$ cat config.mk
export PLATFORM = sky130hd
export DESIGN_NAME = qrm_div_stage
export DESIGN_NICKNAME = d
export VERILOG_FILES = /design/src/rtl/qrm_pkg.sv /design/src/rtl/qrm_div_stage.sv
export SDC_FILE = /design/constraint.sdc
export NUM_CORES = 2
export LEC_CHECK = 0
export BUFFER_PORTS_ARGS = -buffer_cell sky130_fd_sc_hd__buf_2
export CAP_MARGIN = 20
export CORE_AREA = 10 10 727 729
export DETAILED_ROUTE_END_ITERATION = 8
export DIE_AREA = 0 0 737 739
export HOLD_SLACK_MARGIN = 0.02
export REMOVE_ABC_BUFFERS = 1
export SETUP_SLACK_MARGIN = 0.1
export SYNTH_ARGS = -nofsm -noshare
export SYNTH_HDL_FRONTEND = slang
export SYNTH_SLANG_ARGS = --single-unit
$ cat constraint.sdc
create_clock -name i_clk -period 12.45 [get_ports i_clk]
set_input_delay 3.735 -clock i_clk [delete_from_list [all_inputs] [get_ports i_clk]]
set_output_delay 3.735 -clock i_clk [all_outputs]
set_load 0.1 [all_outputs]
$ cat src/rtl/qrm_pkg.sv
`timescale 1ns / 1ps
// ----------------------------------------------------------------------------
// qrm_pkg
// Shared widths and the word carried through the divider pipeline.
// ----------------------------------------------------------------------------
package qrm_pkg;

    localparam int IN_W     = 32;
    localparam int OUT_W    = 32;
    localparam int C_W      = 31;   // scaled component, |c| <= 2^30
    localparam int ACC_W    = 64;   // products, sums and remainders
    localparam int Q_W      = 31;   // quotient bits before rounding
    localparam int N_ENT    = 9;
    localparam int DIV_STEPS = 31;  // integer bit plus 30 fraction bits

    typedef struct packed {
        logic                          valid;
        logic                          zero;
        logic [ACC_W-1:0]              den;
        logic [N_ENT-1:0][ACC_W-1:0]   rem;
        logic [N_ENT-1:0][Q_W-1:0]     quo;
        logic [N_ENT-1:0]              neg;
    } t_div_word;

endpackage

$ cat src/rtl/qrm_div_stage.sv
`timescale 1ns / 1ps
// ----------------------------------------------------------------------------
// qrm_div_stage
// One restoring division step for all nine entries against the shared norm.
// ----------------------------------------------------------------------------
module qrm_div_stage (
    input  logic               i_clk,
    input  logic               i_rst_n,
    input  qrm_pkg::t_div_word i_word,
    output qrm_pkg::t_div_word o_word
);
    import qrm_pkg::*;

    t_div_word  n_word, r_word;
    logic [ACC_W-1:0] diff;
    logic       b;

    always_comb begin
        n_word = i_word;
        diff = '0;
        b = 1'b0;
        for (int i = 0; i < N_ENT; i++) begin
            b    = (i_word.rem[i] >= i_word.den);
            diff = b ? (i_word.rem[i] - i_word.den) : i_word.rem[i];
            n_word.rem[i] = diff << 1;
            n_word.quo[i] = {i_word.quo[i][Q_W-2:0], b};
        end
    end

    always_ff @(posedge i_clk) begin
        if (!i_rst_n) begin
            r_word.valid <= 1'b0;
        end else begin
            r_word.valid <= n_word.valid;
        end
        r_word.zero <= n_word.zero;
        r_word.den  <= n_word.den;
        r_word.rem  <= n_word.rem;
        r_word.quo  <= n_word.quo;
        r_word.neg  <= n_word.neg;
    end

    assign o_word = r_word;

endmodule

# Yosys cells after proc, flatten, opt, wreduce, memory -nomap -nowiden
# Cells that the tools add are included.
[classes]
addsub = 9
multipliers = 0
n_div = 0
magnitude_cmp = 9
eq_ne = 0
shifts = 0
n_mux = 9
bitwise_logic = 0
reduce_logical = 0
[op_table]
columns = ["cell", "count"]
rows = [
  ["64-bit >= comparator", 9],
  ["63-bit two-way mux", 9],
  ["63-bit subtractor", 9],
]
[word_totals]
register_bits = 921
latchBits = 0
ram_bits = 0
mem_bits_ro = 0
out_inout_bits = 930
word_cells = 49
mem_count = 0

# Longest topological paths before layout
[depth]
depth_word = 2
mapped_depth = 17

# Worst setup path after synthesis
# No wires, ideal clock.
[synth_path]
path_kind = "input-to-reg"
startpoint = "in i_word[352] (netlist bit)"
endpoint = "reg r_word, in the netlist o_word[366]"
setup_time_ns = 0.121
arrival_time_ns = 6.955
setup_slack_ns = 5.374
path_stages = 15
cell_sequence = "inv_1 -> ha_1 -> fa_1 -> nand2b_1 -> o2bb2ai_1 -> o31a_1 -> o31ai_4 -> a31oi_2 -> o21ai_1 -> a21o_1 -> a31oi_1 -> o41a_1 -> clkinv_2 -> buf_6 -> mux2_2"
[synth_lines]
columns = ["element", "line", "rtl"]
rows = [
  ["start, declared", "qrm_div_stage.sv:9", "input qrm_pkg::t_div_word i_word,"],
  ["end, declared", "qrm_div_stage.sv:14", "t_div_word n_word, r_word;"],
]

==> run summary <==
Post-synth top flop -> dfxtp_1
Die height -> 739 um
Post-Layout Cell Count -> 16017
IO buf count -> 1843
Period utilization -> 0.700
Crit-path max FO -> 58
Mapped Cells -> 7203
Clock tree sinks -> 921
Routed vias/inst -> 4.07
Yosys reg bits -> 921
Critical path data arrival time -> 9.45 ns
Cell family with most CP delay -> compound AO/OA/AOI/OAI gates
Finished Cell Area -> 80800 um^2
Nature of the critical path endpoint -> flip-flop
Seq/Total Area, Yosys -> 0.318
Min-delay worst type -> in -> reg
TritonRoute pass-1 iters -> 6
Critical path buffer and inverter count -> 4
DRC Markers -> 0
Antenna violations before repair -> 341
Post-synth ARST share -> 0
Post-CTS sizing -> 0
Vias in the first global route -> 63503
Main area contributors after synthesis -> dfxtp_1 32%, ha_1 12%, a21oi_1 7.8%, o21ai_0 5.0%, a21o_1 4.8%
TritonCTS clock tree -> yes
Crit start category -> input pin
Bufs on Longest Clock Path -> 4
First-pass GRT wire length -> 674000 um
Unrepaired setup endpoints after global routing -> false
Largest net degree at the start of global routing -> 119
Worst path cell trace -> buf_2, ha_1, fa_1, nand2b_1, o2bb2ai_1, o31a_1, o31ai_4, a31oi_2, buf_4, o21ai_1, a21o_1, a31oi_1, o41a_1, inv_4, buf_4, mux2_2
Max Transition Viols Final -> 0
Measured slew at the worst slew-check pin -> 1.13 ns
Slew headroom -> 0.253
H-tree depth -> 4
Vias -> 65262
Drt total wl -> 545000 um
CTS Buf Count -> 141
Pwr Density -> 183 nW/um^2
Cells after DPL -> 15637
Yosys cell types -> 90
Max stage delay on crit path -> 0.64 ns
Max-Cap Viols -> 0
Post-route worst setup slack -> 3.73 ns
Leakage -> 35.8 nW
Post-CTS Hold Buffers -> 0
Synth top area share -> 0.318
Max Clock Freq -> 115 MHz
Initial DRC count -> 4528
Share of post-route cells with drive strength above 1 -> 0.261
Clk root buf -> clkbuf_16
GP Congestion -> 0.982
GRT Util Overall -> 0.190
Core ar. -> 515000 um^2
Wire per inst -> 34.0 um
Detail Placement HPWL -> 484000 um
Worst-case hold slack -> 2.93 ns
Die X -> 737 um
Setup_tns -> 0 ns
WS Path Type -> in -> reg
Max reg flops -> 921
Cell repeated most along the worst path -> buf_4
Post-layout net count -> 10514
Slowest CP cell -> buf_4
Antenna Nets Post-Route -> 0
GRT overflow -> 0
Peak supply drop -> 0.154 mV
# setup viols final -> 0
WP data required -> 13.18 ns
Largest area contributor in the netlist -> dfxtp_1
Final min period -> 8.72 ns
Starting density of the core -> 0.113
Area delta synth->final -> 39.2%
Ports -> 1862
Clock slew at reported path FFs -> 0.07 ns
Mapped Area -> 58100 um^2
Die area -> 545000 um^2
Syn_area_per_cell -> 8.06 um^2
EDFF count, synth -> 0
Outcome -> complete, no violations
Cell row count -> 264
Core Util, Final -> 0.157
DP Worst Slack -> 2.81 ns
Placed cell area -> 75700 um^2
Post-CTS setup buffers -> 0
Power Total -> 14.8 mW
Final hold viol count -> 0
YS warnings -> 0
placed cells by master, fill, tap and decap left out, types with 87 or more instances in the layout:
cell type and n:
dfxtp_1 921, xor2_1 208, a21oi_1 896, inv_1 196, nand4_1 176, o21bai_1 125, nor2_1 584, nand3_1 103
o21ai_0 572, buf_2 1841, xnor2_1 288, o21a_1 87, ha_1 576, clkbuf_16 141, nand2_1 722, nor3_1 102
buf_4 121, a21o_1 370, diode_2 130
logic make-up after synthesis:
logic type               count (synthesis)  share of synthesized area
multiplexers                            63                     0.0120
XOR/XNOR                               496                     0.0748
buffers and inverters                  555                     0.0384
adder cells (fa/ha/maj)                585                      0.127
AND/OR/NAND/NOR                       2067                      0.165
AO/OA/AOI/OAI                         2515                      0.265
other                                    1                  0.0000646
flip-flops                             921                      0.318
per-layer routing:
metal | vias up | share of wire | wire length, um | track usage
met5 | - | 0.0026 | 1410 | 0
met4 | 216 | 0.089 | 48400 | 0.135
met3 | 1205 | 0.095 | 51800 | 0.0715
met2 | 3102 | 0.50 | 272000 | 0.345
met1 | 30934 | 0.31 | 171000 | 0.172
li1 | 29805 | - | - | -
layout make-up:
class	instances	area, um^2
fillers	58803	434000
well taps	6783	8490
clock buffers	172	3800
repair buffers	1965	10200
multi-input cells	5735	37700
clock inverters	78	1010
diodes	130	325
inverters	233	881
flip-flops and latches	921	18400
path summary, 6_finish.rpt:
| check | from | end | slack, ns | depth (start not counted) |
|---|---|---|---|---|
| setup / recovery | i_word[864] | o_word[362] | 3.73 | 16 |
| hold / removal | i_word[84] | o_word[85] | 2.93 | 1 |
cells in the mapped netlist (all sizes together) (61+ instances only):
library cell  number
a21o             371
a21oi            905
a31oi             61
buf               67
clkbuf           255
dfxtp            921
ha               576
inv              232
nand2            723
nand2b            66
nand3            103
nand4            176
nor2             584
nor2b             66
nor3             105
o21a              87
o21ai            611
o21bai           125
xnor2            288
xor2             208
report_power, final:
part / total, mW / internal [mW] / switching [mW]
Combinational: 6.84 / 1.31 / 5.53
Sequential: 3.58 / 3.35 / 0.224
Clock: 4.36 / 2.54 / 1.82
Total: 14.8 / 7.20 / 7.57
No activity file was read; power rests on OpenSTA's default activity.
